File: src/design/smva_pkg.sv
`timescale 1ns / 1ps
package smva_pkg;

  // Sizes of the vector store and of the row counter.
  localparam int VEC_DEPTH = 1024;
  localparam int MAX_ROWS  = 1024;
  localparam int ADDR_W    = (VEC_DEPTH > 1) ? $clog2(VEC_DEPTH) : 1;
  localparam int ROW_W     = (MAX_ROWS > 1) ? $clog2(MAX_ROWS) : 1;

  // Fixed field widths.
  localparam int FUNC_W     = 2;
  localparam int IDX_W      = 10;
  localparam int IDX_SUM_W  = IDX_W + 1;
  localparam int DATA_W     = 32;
  localparam int ROWIDX_W   = 11;
  localparam int MODE_W     = 2;
  localparam int CFG_IDX_W  = 2;
  localparam int CFG_DATA_W = 10;

  // Product and accumulation widths.
  localparam int PROD_W  = 48;
  localparam int ACC_W   = 64;
  localparam int CLAMP_W = 42;
  localparam int RES_W   = 43;
  localparam logic signed [ACC_W-1:0] SUM_CLAMP = 64'sd1 <<< 40;
  localparam logic signed [RES_W-1:0] RES_MAX   = 43'sd2147483647;
  localparam logic signed [RES_W-1:0] RES_MIN   = -43'sd2147483648;

  // Command queue between front and back.
  localparam int FIFO_DEPTH = 4;
  localparam int FIFO_PTR_W = $clog2(FIFO_DEPTH);

  typedef enum logic [FUNC_W-1:0] {
    FUNC_LOAD    = 2'd0,
    FUNC_NONZERO = 2'd1,
    FUNC_EMPTY   = 2'd2
  } smva_func_t;

  typedef enum logic [MODE_W-1:0] {
    MODE_OVERWRITE = 2'd0,
    MODE_ADD       = 2'd1,
    MODE_SUB       = 2'd2
  } smva_mode_t;

  typedef enum logic [CFG_IDX_W-1:0] {
    CFG_MODE    = 2'd0,
    CFG_VOFFSET = 2'd1,
    CFG_ROFFSET = 2'd2
  } smva_cfg_idx_t;

  // Configuration registers as seen by front and back.
  typedef struct packed {
    logic [MODE_W-1:0] mode;
    logic [IDX_W-1:0]  vec_offset;
    logic [IDX_W-1:0]  row_offset;
  } smva_cfg_t;

  // One classified command for the back end.
  typedef struct packed {
    logic                     store_wr;
    logic                     mac;
    logic                     close;
    logic                     oob;
    logic [ADDR_W-1:0]        addr;
    logic signed [DATA_W-1:0] value;
    logic signed [DATA_W-1:0] prior;
  } smva_cmd_t;

endpackage

File: src/design/smva_fifo.sv
`timescale 1ns / 1ps
module smva_fifo (
  input  logic                clk,
  input  logic                rst_n,
  input  logic                push,
  input  smva_pkg::smva_cmd_t push_cmd,
  output logic                full,
  input  logic                pop,
  output logic                not_empty,
  output smva_pkg::smva_cmd_t pop_cmd
);
  import smva_pkg::*;

  smva_cmd_t             q_r [FIFO_DEPTH];
  logic [FIFO_PTR_W-1:0] wr_ptr_r;
  logic [FIFO_PTR_W-1:0] rd_ptr_r;
  logic [FIFO_PTR_W:0]   count_r;
  logic                  do_push;
  logic                  do_pop;

  assign full      = count_r == (FIFO_PTR_W + 1)'(FIFO_DEPTH);
  assign not_empty = count_r != '0;
  assign do_push   = push && !full;
  assign do_pop    = pop && not_empty;
  assign pop_cmd   = q_r[rd_ptr_r];

  // Entry storage; no reset needed on payload.
  always_ff @(posedge clk) begin
    if (do_push) begin
      q_r[wr_ptr_r] <= push_cmd;
    end
  end

  // Pointers and fill count.
  always_ff @(posedge clk) begin
    if (!rst_n) begin
      wr_ptr_r <= '0;
      rd_ptr_r <= '0;
      count_r  <= '0;
    end else begin
      if (do_push) begin
        wr_ptr_r <= wr_ptr_r + 1'b1;
      end
      if (do_pop) begin
        rd_ptr_r <= rd_ptr_r + 1'b1;
      end
      case ({do_push, do_pop})
        2'b10:   count_r <= count_r + 1'b1;
        2'b01:   count_r <= count_r - 1'b1;
        default: count_r <= count_r;
      endcase
    end
  end

endmodule

File: config.mk
export PLATFORM = sky130hd
export DESIGN_NAME = smva_fifo
export DESIGN_NICKNAME = d
export VERILOG_FILES = /design/src/design/smva_pkg.sv /design/src/design/smva_fifo.sv
export SDC_FILE = /design/constraint.sdc
export NUM_CORES = 1
export LEC_CHECK = 0
export BUFFER_PORTS_ARGS = -buffer_cell sky130_fd_sc_hd__buf_2
export CORE_ASPECT_RATIO = 1.75
export CORE_UTILIZATION = 45
export CTS_CLUSTER_DIAMETER = 80
export CTS_CLUSTER_SIZE = 12
export DETAILED_ROUTE_END_ITERATION = 10
export GPL_TIMING_DRIVEN = 0
export HOLD_SLACK_MARGIN = 0.08
export SLEW_MARGIN = 20
export SYNTH_ARGS = -nofsm -noshare
export SYNTH_HDL_FRONTEND = slang
export SYNTH_SLANG_ARGS = --single-unit
File: constraint.sdc
create_clock -name clk -period 5.5 [get_ports clk]
set_clock_uncertainty 0.2 [all_clocks]
set_input_delay 0.55 -clock clk [delete_from_list [all_inputs] [get_ports clk]]
set_output_delay 0.55 -clock clk [all_outputs]
set_load 0.02 [all_outputs]
# Word-level counts from Yosys, hierarchy flattened
# Memory sizes are Yosys's and may differ from the RTL's. A register that Yosys moved wholly into a read port is not among the register bits.
# Index checks and enable logic that the tools add are counted.
dict set report classes {
  add_sub_neg 4
  multipliers 0
  n_div 0
  n_lt_le_gt_ge 0
  n_eq_ne 3
  shifts 0
  mux 5
  n_bitwise 0
  n_reduce_logical 5
}
# operator n
set op_table {}
lappend op_table {{case mux 3 bit (2 select lines)} 1}
lappend op_table {{adder 2 x 1 -> 2 bit, second input constant} 2}
lappend op_table {{two-way mux 2 bit} 2}
lappend op_table {{adder 3 x 1 -> 3 bit, second input constant} 1}
lappend op_table {{equality test 3 bit, second input constant} 1}
lappend op_table {{nonzero test 3 bit} 1}
lappend op_table {{subtractor 3 x 1 -> 3 bit, second input constant} 1}
lappend op_table {{equality test 2 x 1 -> 1 bit, second input constant} 1}
lappend op_table {{equality test 2 bit, second input constant} 1}
lappend op_table {{logical AND 1 bit} 2}
lappend op_table {{two-way mux 1 bit} 2}
lappend op_table {{nonzero test 2 bit} 1}
lappend op_table {{zero test 1 bit} 1}
dict set report word_totals {
  regBits 7
  latch_bits 0
  ram_bits 312
  romBits 0
  input_bits 82
  out_inout_bits 80
  wordCells 21
  mem_count 1
}
# name words word_bits read_ports rd_clocked_by_memory_dff write_ports line
set mem_list {}
lappend mem_list {q_r 4 78 1 1 1 smva_fifo.sv:14} ;# smva_cmd_t q_r [FIFO_DEPTH];

# Longest topological paths before layout
dict set report depth {
  ltp_word 5
  depth_mapped 10
}

# Worst setup path after synthesis
# OpenSTA, ideal clock, no wires.
dict set report synth_timing {
  path_type {input -> register}
  start {input port push}
  end {memory q_r[0][0] (netlist name) (enable)}
  arrival_ns 2.748
  path_slack_ns 2.107
  stages 3
  path_cell_list {nor2b_1 > clkbuf_1 > and2_1}
}
dict set report synth_between {
  elab_chain_len 3
}
# item line
set synth_rtl {}
lappend synth_rtl {{from (decl)} smva_fifo.sv:5} ;# input logic push,
lappend synth_rtl {{logical AND 1 bit} smva_fifo.sv:23} ;# assign do_push = push && !full;
lappend synth_rtl {{two-way mux 1 bit} smva_fifo.sv:29} ;# if (do_push) begin
lappend synth_rtl {{two-way mux 1 bit (implied by the code)} smva_fifo.sv:30} ;# q_r[wr_ptr_r] <= push_cmd;
lappend synth_rtl {{to (decl)} smva_fifo.sv:14}
# Every way passes these cells.

==> impl_metrics.json <==
{
  "outcome": "finished clean",
  "yosysUniqueCellTypes": 23,
  "max_freq_ghz": 0.3376,
  "powerDensity_mw_per_mm2": 452.9,
  "first_pass_iters": 5,
  "crit_type": "reg2out",
  "r2r-start": "count_r[2]$_SDFFE_PN0P_",
  "hold_start": "rst_n",
  "cts_sinks": 321,
  "maxSlewViolCount": 0,
  "syn_nets": 548,
  "fin_crit_sh_pct": 53.86,
  "critical-path-top-delay-family": "buffers and inverters",
  "grt_pass1_wl_mm": 34.21,
  "nNetsFinal": 822,
  "holdCritPathClass": "in2reg",
  "totalNegativeSetupSlack_ps": 0,
  "stdcell_count": 1074,
  "ys_seq_elements": 321,
  "fp.dieH_um": 215.8,
  "yosys_warnings": 0,
  "fill_cells": 1916,
  "wl_per_cell_um": 20.53,
  "grt_overflow_total": 0,
  "synthesis.instances": 460,
  "final_layout_size_suffix_gt1_share_pct": 38.39,
  "synthFlopType": "edfxtp_1",
  "power_mw": 6.670,
  "r2r_cells": 10,
  "whs_path_depth": 2,
  "core-area_mm2": 0.02543,
  "endpoint_kind": "output port",
  "area_delta_synth_final_pct": 25.24,
  "root_buffer": "clkbuf_16",
  "grt_max_degree": 43,
  "r2r_slack_ps": 2870,
  "ys_async_sr_fraction_pct": 0,
  "synth.most_common_cell": "edfxtp_1",
  "synth_common_cells": "edfxtp_1, mux4_2, dfxtp_1, and2_1, clkbuf_1",
  "maxCapViolCount": 0,
  "synth_area_leaders": "edfxtp_1, mux4_2, dfxtp_1",
  "grtUsageTotal_pct": 17.20,
  "avgSynthCellArea_um2": 25.56,
  "cts_tree": "done",
  "synth_area_mm2": 0.01176,
  "setup_violations": 0,
  "rsz0062_at_grt": "no",
  "drc": 0,
  "cp_slowest_stage_delay_ps": 560,
  "crit_buf_inv": 3,
  "ioPinCount": 162,
  "dpl_cell_area_mm2": 0.01307,
  "crit_arrival_ps": 2210,
  "yosysSeqAreaShare_pct": 81.22,
  "die-area_mm2": 0.02680,
  "drt-total-wl_mm": 22.05,
  "antenna_left": 0,
  "grt_pass1_vias": 6294,
  "clk_latency_ps": 550,
  "worst_pin_slew_ps": 691.8,
  "cts_buffer_depth": 3,
  "htree_levels": 1,
  "hold_viol_final": 0,
  "yosysTopAreaCell": "edfxtp_1",
  "gp_congestion": 0.6892,
  "dpl.hpwl_mm": 13.22,
  "yosys.area.top_type_share_pct": 79.69,
  "maxSlewHeadroom_pct": 53.88,
  "ir_worst_vdd_v": 0.0003046,
  "place_inst": 940,
  "initial_core_util_pct": 46.23,
  "num_vias": 5573,
  "worstPathCellList": "buf_2 -> clkbuf_1 -> mux4_2 -> buf_2",
  "antenna_cells": 0,
  "cp_slowest_cell": "clkbuf_1",
  "worst_path_most_repeated_cell": "buf_2",
  "antenna_found_initial": 0,
  "crit_fanout": 10,
  "rows": 77,
  "fin_util_pct": 57.90,
  "holdWs_ps": 198.9,
  "cts_resized": 0,
  "crit_required_ps": 4750,
  "p_leak_nw": 4.981,
  "place_ws_ps": 2853,
  "fin_ws_ps": 2538,
  "viasPerCell": 5.189,
  "period_needed_ps": 2962,
  "synth_edf_count": 312,
  "stdcell_area_mm2": 0.01473,
  "reg2reg_to": "count_r[2]$_SDFFE_PN0P_",
  "cts_buffers": 30,
  "clkSlewWorstSetupHoldPaths_ps": 60,
  "die_x_um": 124.2,
  "drtIter0Drc": 329,
  "port_buffers": 160,
  "cp-start-kind": "flop"
}
==> registers in the layout (all words and copies together) (netlist names), named ones only <==
| register | cells |
|---|---|
| q_r | 312 |
| wr_ptr_r | 2 |
| count_r | 3 |
| rd_ptr_r | 2 |
==> logic make-up after synthesis <==
| logic type | count (synthesis) | share of synthesized area, % |
|---|---|---|
| flip-flops | 321 | 81.22 |
| multiplexers | 80 | 15.11 |
| buffers and inverters | 26 | 1.511 |
| AND/OR/NAND/NOR | 18 | 0.8620 |
| adder cells (fa/ha/maj) | 6 | 0.7024 |
| AO/OA/AOI/OAI | 5 | 0.2980 |
| XOR/XNOR | 4 | 0.2980 |
==> timing repair <==
action	in CTS	in global routing
hold endpoints to repair	312	0
hold buffers	78	0
setup buffers	0	0
==> power by group <==
| part | leakage (nW) | switching [mW] | internal [mW] |
|---|---|---|---|
| clock network | 0.414 | 0.818 | 1.05 |
| registers | 2.94 | 0.0592 | 2.95 |
| logic | 1.63 | 0.994 | 0.801 |
| total | 4.98 | 1.87 | 4.80 |
==> layout make-up <==
type	instances	area, um^2	share of cell area (%)
plain buffers	20	155.1	1.054
clock buffers	55	865.8	5.880
clock inverters	1	5.005	0.03399
inverters	6	22.52	0.1529
multi-input cells	113	2041	13.86
flip-flops and latches	321	9549	64.85
well taps	316	395.4	2.685
repair buffers	242	1692	11.49
==> cells in the final DEF, fill, tap and decap left out, drive strengths merged, types with 2 or more instances in the layout <==
master	count
ha	5
and2	7
dlygate4sd3	78
buf	177
o21ai	2
nor2b	3
nand2	5
inv	6
xnor2	3
mux2i	2
clkbuf	62
dfxtp	9
mux4	78
or3	2
edfxtp	312
==> routing by layer <==
metal / wire, um / global-route usage (%)
met3: 1025 / 2.669
met1: 8237 / 19.75
met4: 552 / 6.190
met2: 12240 / 31.55
met5: 0 / 0
==> how the worst max path moves through the flow <==
| stage | from | end | slack [ps] | cells past startpoint |
|---|---|---|---|---|
| global route | flop | pop_cmd[54] | 2400 | 5 |
| CTS | flop | pop_cmd[54] | 2450 | 5 |
| detailed placement | push | count_r[2]$_SDFFE_PN0P_ | 2850 | 10 |
| finish | flop | pop_cmd[9] | 2540 | 4 |
| global placement | push | q_r[1][43]$_DFFE_PP_ | 480 | 4 |
| floorplan | push | q_r[0][0]$_DFFE_PP_ | 2110 | 3 |
Note: power is estimated with default switching activity, not from simulation.
