===== config.mk =====
export PLATFORM = sky130hd
export DESIGN_NAME = smva_front
export DESIGN_NICKNAME = d
export VERILOG_FILES = /design/src/design/smva_pkg.sv /design/src/design/smva_front.sv
export SDC_FILE = /design/constraint.sdc
export NUM_CORES = 1
export LEC_CHECK = 0
export ABC_CLOCK_PERIOD_IN_PS = 1900
export BUFFER_PORTS_ARGS = -buffer_cell sky130_fd_sc_hd__clkbuf_2
export CORE_AREA = 4 4 68 70
export DETAILED_ROUTE_END_ITERATION = 16
export DIE_AREA = 0 0 72 74
export PLACE_DENSITY = 0.88
export REMOVE_ABC_BUFFERS = 1
export SYNTH_ARGS = -nofsm -noshare
export SYNTH_HDL_FRONTEND = slang
export SYNTH_SLANG_ARGS = --single-unit

===== constraint.sdc =====
create_clock -name vclk -period 1.9
set_input_delay 0.095 -clock vclk [all_inputs]
set_output_delay 0.095 -clock vclk [all_outputs]
set_load 0.03 [all_outputs]

===== src/design/smva_pkg.sv =====
`timescale 1ns / 1ps
package smva_pkg;

  // Sizes of the vector store and of the row counter.
  localparam int VEC_DEPTH = 1024;
  localparam int MAX_ROWS  = 1024;
  localparam int ADDR_W    = (VEC_DEPTH > 1) ? $clog2(VEC_DEPTH) : 1;
  localparam int ROW_W     = (MAX_ROWS > 1) ? $clog2(MAX_ROWS) : 1;

  // Fixed field widths.
  localparam int FUNC_W     = 2;
  localparam int IDX_W      = 10;
  localparam int IDX_SUM_W  = IDX_W + 1;
  localparam int DATA_W     = 32;
  localparam int ROWIDX_W   = 11;
  localparam int MODE_W     = 2;
  localparam int CFG_IDX_W  = 2;
  localparam int CFG_DATA_W = 10;

  // Product and accumulation widths.
  localparam int PROD_W  = 48;
  localparam int ACC_W   = 64;
  localparam int CLAMP_W = 42;
  localparam int RES_W   = 43;
  localparam logic signed [ACC_W-1:0] SUM_CLAMP = 64'sd1 <<< 40;
  localparam logic signed [RES_W-1:0] RES_MAX   = 43'sd2147483647;
  localparam logic signed [RES_W-1:0] RES_MIN   = -43'sd2147483648;

  // Command queue between front and back.
  localparam int FIFO_DEPTH = 4;
  localparam int FIFO_PTR_W = $clog2(FIFO_DEPTH);

  typedef enum logic [FUNC_W-1:0] {
    FUNC_LOAD    = 2'd0,
    FUNC_NONZERO = 2'd1,
    FUNC_EMPTY   = 2'd2
  } smva_func_t;

  typedef enum logic [MODE_W-1:0] {
    MODE_OVERWRITE = 2'd0,
    MODE_ADD       = 2'd1,
    MODE_SUB       = 2'd2
  } smva_mode_t;

  typedef enum logic [CFG_IDX_W-1:0] {
    CFG_MODE    = 2'd0,
    CFG_VOFFSET = 2'd1,
    CFG_ROFFSET = 2'd2
  } smva_cfg_idx_t;

  // Configuration registers as seen by front and back.
  typedef struct packed {
    logic [MODE_W-1:0] mode;
    logic [IDX_W-1:0]  vec_offset;
    logic [IDX_W-1:0]  row_offset;
  } smva_cfg_t;

  // One classified command for the back end.
  typedef struct packed {
    logic                     store_wr;
    logic                     mac;
    logic                     close;
    logic                     oob;
    logic [ADDR_W-1:0]        addr;
    logic signed [DATA_W-1:0] value;
    logic signed [DATA_W-1:0] prior;
  } smva_cmd_t;

endpackage


===== src/design/smva_front.sv =====
`timescale 1ns / 1ps
module smva_front (
  input  logic                               in_valid,
  output logic                               in_ready,
  input  logic [smva_pkg::FUNC_W-1:0]        in_func,
  input  logic [smva_pkg::IDX_W-1:0]         in_index,
  input  logic signed [smva_pkg::DATA_W-1:0] in_value,
  input  logic                               in_row_end,
  input  logic signed [smva_pkg::DATA_W-1:0] in_prior_value,
  input  smva_pkg::smva_cfg_t                cfg,
  input  logic                               q_full,
  output logic                               q_push,
  output smva_pkg::smva_cmd_t                q_cmd
);
  import smva_pkg::*;

  logic [IDX_SUM_W-1:0] col_addr;
  logic                 col_in_range;
  logic                 load_in_range;
  logic                 useful;

  // Column address with the vector offset applied, and range checks.
  assign col_addr      = IDX_SUM_W'(cfg.vec_offset) + IDX_SUM_W'(in_index);
  assign col_in_range  = 32'(col_addr) < VEC_DEPTH;
  assign load_in_range = 32'(in_index) < VEC_DEPTH;

  // Classify the request into a back-end command.
  always_comb begin
    q_cmd       = '0;
    q_cmd.value = in_value;
    q_cmd.prior = in_prior_value;
    useful      = 1'b0;
    unique case (smva_func_t'(in_func))
      FUNC_LOAD: begin
        q_cmd.store_wr = load_in_range;
        q_cmd.addr     = ADDR_W'(in_index);
        useful         = load_in_range;
      end
      FUNC_NONZERO: begin
        q_cmd.mac   = col_in_range;
        q_cmd.oob   = !col_in_range;
        q_cmd.close = in_row_end;
        q_cmd.addr  = ADDR_W'(col_addr);
        useful      = 1'b1;
      end
      FUNC_EMPTY: begin
        q_cmd.close = 1'b1;
        useful      = 1'b1;
      end
      default: begin
        useful = 1'b0;
      end
    endcase
  end

  // Requests that do nothing are taken and dropped.
  assign in_ready = !q_full;
  assign q_push   = in_valid && !q_full && useful;

endmodule


# Word-level counts from Yosys, hierarchy flattened
# Index checks and enable logic that the tools add are counted.
[word_totals]
mem_bits_rw = 0
ff_bits = 0
latch_bits = 0
rom_bits = 0
n_memories = 0
elab_cells = 16
output_inout_bits = 80
[op_classes]
shifts = 0
n_div = 0
addsub = 1
order_cmp = 1
eq_ne = 2
multipliers = 0
n_mux = 6
reduce_logical = 6
bitwise = 0
[ops]
columns = ["operator", "n"]
rows = [
  ["$pmux W10 S2", 1],
  ["$add A10 B10 Y11", 1],
  ["$lt A11 B11 Y1 const B", 1],
  ["$mux W1", 4],
  ["$reduce_or A3 Y1", 1],
  ["$eq A2 B1 Y1 const B", 1],
  ["$eq A2 B2 Y1 const B", 1],
  ["$logic_and A1 B1 Y1", 2],
  ["$logic_not A1 Y1", 2],
  ["$logic_not A2 Y1", 1],
  ["$pmux W1 S2", 1],
]

# Logic depth before layout (Yosys ltp)
[logic_depth]
depth_word = 4
ltp_mapped = 8
depth_no_buf = 8

# Worst setup path after synthesis
# OpenSTA, ideal clock, no wires.
[synth_timing]
path_kind = "in2out"
startpoint = "input in_index[0] in the netlist's numbering"
endpoint = "output q_cmd[70] in the netlist's numbering"
cell_stages = 8
slack_ps = -87
required_ps = 1805
arrival_ps = 1892
path_cell_list = "ha_1 inv_1 fa_1 nand2b_1 a21oi_2 a211oi_2 xor2_1 o21ai_0"
[synth_rtl]
columns = ["element", "line_no", "rtl"]
rows = [
  ["from (decl)", "smva_front.sv:6", "input logic [smva_pkg::IDX_W-1:0] in_index,"],
  ["to (decl)", "smva_front.sv:13", "output smva_pkg::smva_cmd_t q_cmd"],
]

==> flow_summary.html <==
<table>
<tr><th>Metric</th><th>Value</th></tr>
<tr><th colspan="2">Setup path</th></tr>
<tr><td>Peak fanout along the critical path</td><td>3</td></tr>
<tr><td>Required time of the worst setup path</td><td>1.80 ns</td></tr>
<tr><td>Worst EP arrival</td><td>around 1.8 ns</td></tr>
<tr><td>Launching instance or port of the critical path</td><td>cfg[10]</td></tr>
<tr><td>Worst setup SP type</td><td>input port</td></tr>
<tr><td>Critical path start-end classification</td><td>in2out</td></tr>
<tr><td>Critical path capture point type</td><td>primary output</td></tr>
<tr><th colspan="2">Power</th></tr>
<tr><td>Maximum resistive drop on vdd</td><td>a little under 0.1 mV</td></tr>
<tr><td>Static Leak</td><td>approximately 0.49 nW</td></tr>
<tr><td>Power per cell area</td><td>~330 nW/µm²</td></tr>
<tr><th colspan="2">Timing</th></tr>
<tr><td>Slew Viols, Final</td><td>0</td></tr>
<tr><td>Transition time of the tightest slew-check pin</td><td>around 0.49 ns</td></tr>
<tr><td>Peak clock frequency supported by timing</td><td>between 500 and 600 MHz</td></tr>
<tr><td>Count of endpoints failing setup in the final report</td><td>0</td></tr>
<tr><td>Fraction of the cycle the final worst path needs</td><td>0.9766</td></tr>
<tr><td>Tmin final</td><td>approximately 1.9 ns</td></tr>
<tr><td>Min Hold Slack</td><td>about 0.19 ns</td></tr>
<tr><td>Hold Vio Cnt, Final</td><td>0</td></tr>
<tr><td>Max_slew headroom</td><td>0.6747</td></tr>
<tr><td>Final TNS setup</td><td>0 ns</td></tr>
<tr><th colspan="2">Global route</th></tr>
<tr><td>Vias in the first global route</td><td>around 870</td></tr>
<tr><td>Global-route usage over all layers</td><td>0.2568</td></tr>
<tr><td>Maximum number of pins on one net before global-route repair</td><td>12</td></tr>
<tr><td>Global-route congestion overflow total</td><td>0</td></tr>
<tr><td>Global-route wire length before repair</td><td>~8700 µm</td></tr>
<tr><td>Initial antenna violation count</td><td>0</td></tr>
<tr><th colspan="2">Die</th></tr>
<tr><td>Die Footprint</td><td>roughly 5300 µm²</td></tr>
<tr><td>Die width</td><td>around 72 µm</td></tr>
<tr><td>Ports</td><td>roughly 180</td></tr>
<tr><td>Initial standard-cell utilization of the core</td><td>0.2776</td></tr>
<tr><td>Die Height</td><td>74 µm</td></tr>
<tr><td>Number of rows created at floorplan</td><td>23</td></tr>
<tr><td>Core Box Area</td><td>a little under 4000 µm²</td></tr>
<tr><th colspan="2">Route</th></tr>
<tr><td>Detailed-routing wirelength on met1</td><td>a little over 1000 µm</td></tr>
<tr><td>Routed wire length on met2</td><td>around 3900 µm</td></tr>
<tr><td>Highest metal used</td><td>met4</td></tr>
<tr><td># DRC</td><td>0</td></tr>
<tr><td>Iteration-0 DRC count of the detailed router</td><td>23</td></tr>
<tr><td>Avg Vias per Cell</td><td>around 5.2</td></tr>
<tr><td>Total length of routed met3 wires</td><td>~1700 µm</td></tr>
<tr><td>Number of optimization iterations in the first detailed-route pass</td><td>4</td></tr>
<tr><td>Routed wire length per instance</td><td>just over 40 µm</td></tr>
<tr><td>Number of vias in the routed layout</td><td>approximately 940</td></tr>
<tr><td>Wire length reported by the detailed router</td><td>between 7000 and 8000 µm</td></tr>
<tr><td>Post-route antenna net violation count</td><td>0</td></tr>
<tr><th colspan="2">Layout</th></tr>
<tr><td>Filler Cell Count</td><td>459</td></tr>
<tr><td>Antenna diodes</td><td>0</td></tr>
<tr><td>Clock buf count</td><td>0</td></tr>
<tr><td>Seq cells</td><td>0</td></tr>
<tr><td>Synthesis-to-layout area growth</td><td>-14.42%</td></tr>
<tr><td>Sequential standard cell area</td><td>0 µm²</td></tr>
<tr><td>Final core occ</td><td>0.2376</td></tr>
<tr><td>Commonest cells after routing, fill and taps aside</td><td>sky130_fd_sc_hd__clkbuf_2, sky130_fd_sc_hd__ha_1, sky130_fd_sc_hd__nand2_1, sky130_fd_sc_hd__inv_1, sky130_fd_sc_hd__o21ai_0</td></tr>
<tr><td>Area of all placed cells without fillers</td><td>943.4 µm²</td></tr>
<tr><td>Most frequent standard cell in the layout excluding fill and tap cells</td><td>sky130_fd_sc_hd__clkbuf_2</td></tr>
<tr><td>Fraction of layout cells with a size suffix above 1</td><td>0.4186</td></tr>
<tr><td>Nets</td><td>between 200 and 250</td></tr>
<tr><th colspan="2">Place</th></tr>
<tr><td>Number of buffers added on ports</td><td>41</td></tr>
<tr><td>Instance area after placement</td><td>between 900 and 1000 µm²</td></tr>
<tr><td>Half-perimeter wire length after placement</td><td>approximately 6900 µm</td></tr>
<tr><td>Gp weighted congestion</td><td>just under 0.9</td></tr>
<tr><th colspan="2">CTS</th></tr>
<tr><td>Hold buffer count at CTS</td><td>0</td></tr>
<tr><td>Buffers inserted during post-CTS setup optimization</td><td>0</td></tr>
<tr><th colspan="2">Run</th></tr>
<tr><td>Max-capacitance violation count</td><td>0</td></tr>
<tr><th colspan="2">Synth</th></tr>
<tr><td>Area of the mapped netlist</td><td>~1100 µm²</td></tr>
<tr><td>Library cell occupying the most area in the post-synthesis netlist</td><td>sky130_fd_sc_hd__buf_4</td></tr>
<tr><td>Synthesized area divided by synthesized cell count</td><td>roughly 7.3 µm²</td></tr>
<tr><td>Gate Count Post-Synth</td><td>150</td></tr>
<tr><td>Yosys warning count</td><td>0</td></tr>
<tr><td>Synth top area share</td><td>0.4359</td></tr>
<tr><td>Sequential element share of the synthesized area</td><td>0</td></tr>
<tr><td>Most area-consuming cells after synthesis</td><td>sky130_fd_sc_hd__buf_4, sky130_fd_sc_hd__ha_1, sky130_fd_sc_hd__o21ai_0, sky130_fd_sc_hd__nand2_1, sky130_fd_sc_hd__xor2_1</td></tr>
<tr><td>Unique masters post-synth</td><td>30</td></tr>
<tr><th colspan="2">Min path</th></tr>
<tr><td>Hold crit path type</td><td>in2out</td></tr>
<tr><td>Launch instance of the worst min-delay path</td><td>in_value[5]</td></tr>
<tr><th colspan="2">Outcome</th></tr>
<tr><td>Result of the run</td><td>completed</td></tr>
</table>
cell usage after synthesis:
cell type	n
sky130_fd_sc_hd__a22o_1	1
sky130_fd_sc_hd__inv_1	8
sky130_fd_sc_hd__o211ai_2	1
sky130_fd_sc_hd__a211oi_2	1
sky130_fd_sc_hd__fa_1	1
sky130_fd_sc_hd__nor3_1	2
sky130_fd_sc_hd__nand3_1	2
sky130_fd_sc_hd__buf_4	64
sky130_fd_sc_hd__o211ai_1	2
sky130_fd_sc_hd__nor3b_1	1
sky130_fd_sc_hd__nor2_1	3
sky130_fd_sc_hd__nand2b_1	4
sky130_fd_sc_hd__nand2_1	10
sky130_fd_sc_hd__nor2b_1	1
sky130_fd_sc_hd__o21ai_1	1
sky130_fd_sc_hd__xor2_1	4
sky130_fd_sc_hd__o21ai_0	9
sky130_fd_sc_hd__o31a_1	1
sky130_fd_sc_hd__or4_1	1
sky130_fd_sc_hd__a32o_1	2
sky130_fd_sc_hd__ha_1	14
sky130_fd_sc_hd__a21o_1	2
sky130_fd_sc_hd__o2111ai_1	1
sky130_fd_sc_hd__o21bai_2	1
sky130_fd_sc_hd__a211oi_1	3
sky130_fd_sc_hd__a21oi_1	5
sky130_fd_sc_hd__o22a_1	1
sky130_fd_sc_hd__clkbuf_1	1
sky130_fd_sc_hd__nand4_1	1
sky130_fd_sc_hd__a21oi_2	2
kinds of logic (layout without fill, tap and decap cells):
| family | after synthesis | count (layout) | synth area share |
|---|---|---|---|
| buffers and inverters | 73 | 52 | 0.4665 |
| AOI/OAI and AO/OA | 33 | 33 | 0.2145 |
| and+or+nand+nor | 25 | 25 | 0.1101 |
| adders and majority gates | 15 | 15 | 0.1771 |
| xor gates and xnor gates | 4 | 4 | 0.03178 |
per-stage QoR:
step            power, W  worst slack (ns)  instances
6_report       0.0003086           0.04439        179
3_5_place_dp   0.0002923          -0.05492        179
2_1_floorplan  0.0001984          -0.08695         85
3_3_place_gp   0.0002874          -0.04836        179
4_1_cts        0.0002984          0.003018        179
5_1_grt        0.0003387          -0.02929        179
power breakdown:
part / switching (W) / leakage [nW] / internal, W
clock network: 0 / 0 / 0
logic: 0.000189 / 0.490 / 0.000119
registers: 0 / 0 / 0
cell type report:
cell class | count | area, µm² | share of cell area
well taps | 50 | 62.56 | 0.06631
multi-input cells | 77 | 616.8 | 0.6538
repair buffers | 44 | 234.0 | 0.2480
inverters | 8 | 30.03 | 0.03183
per-layer routing:
metal / up-vias / GRT usage
li1: 408 / -
met1: 380 / 0.09919
met2: 119 / 0.4929
met3: 30 / 0.2797
met4: 0 / 0.2046
met5: - / 0
final timing paths:
kind         to  slack [ns]  depth (start not counted)
max   q_cmd[72]        0.04                         10
min   q_cmd[37]        0.19                          0
worst max-delay path, cell delays in order:
cell and delay (ns):
sky130_fd_sc_hd__clkbuf_2 0.11, sky130_fd_sc_hd__ha_4 0.14, sky130_fd_sc_hd__inv_1 0.05, sky130_fd_sc_hd__fa_2 0.33
sky130_fd_sc_hd__nand2b_4 0.16, sky130_fd_sc_hd__a21oi_2 0.15, sky130_fd_sc_hd__a211oi_2 0.07, sky130_fd_sc_hd__o22a_1 0.23
sky130_fd_sc_hd__a32o_2 0.28, sky130_fd_sc_hd__buf_6 0.13
repair_timing:
action	4_1_cts	5_1_grt
pin swaps	1	4
gates resized for setup	2	9
endpoints found under the setup margin	1	6
No activity file was read; power rests on OpenSTA's default activity.
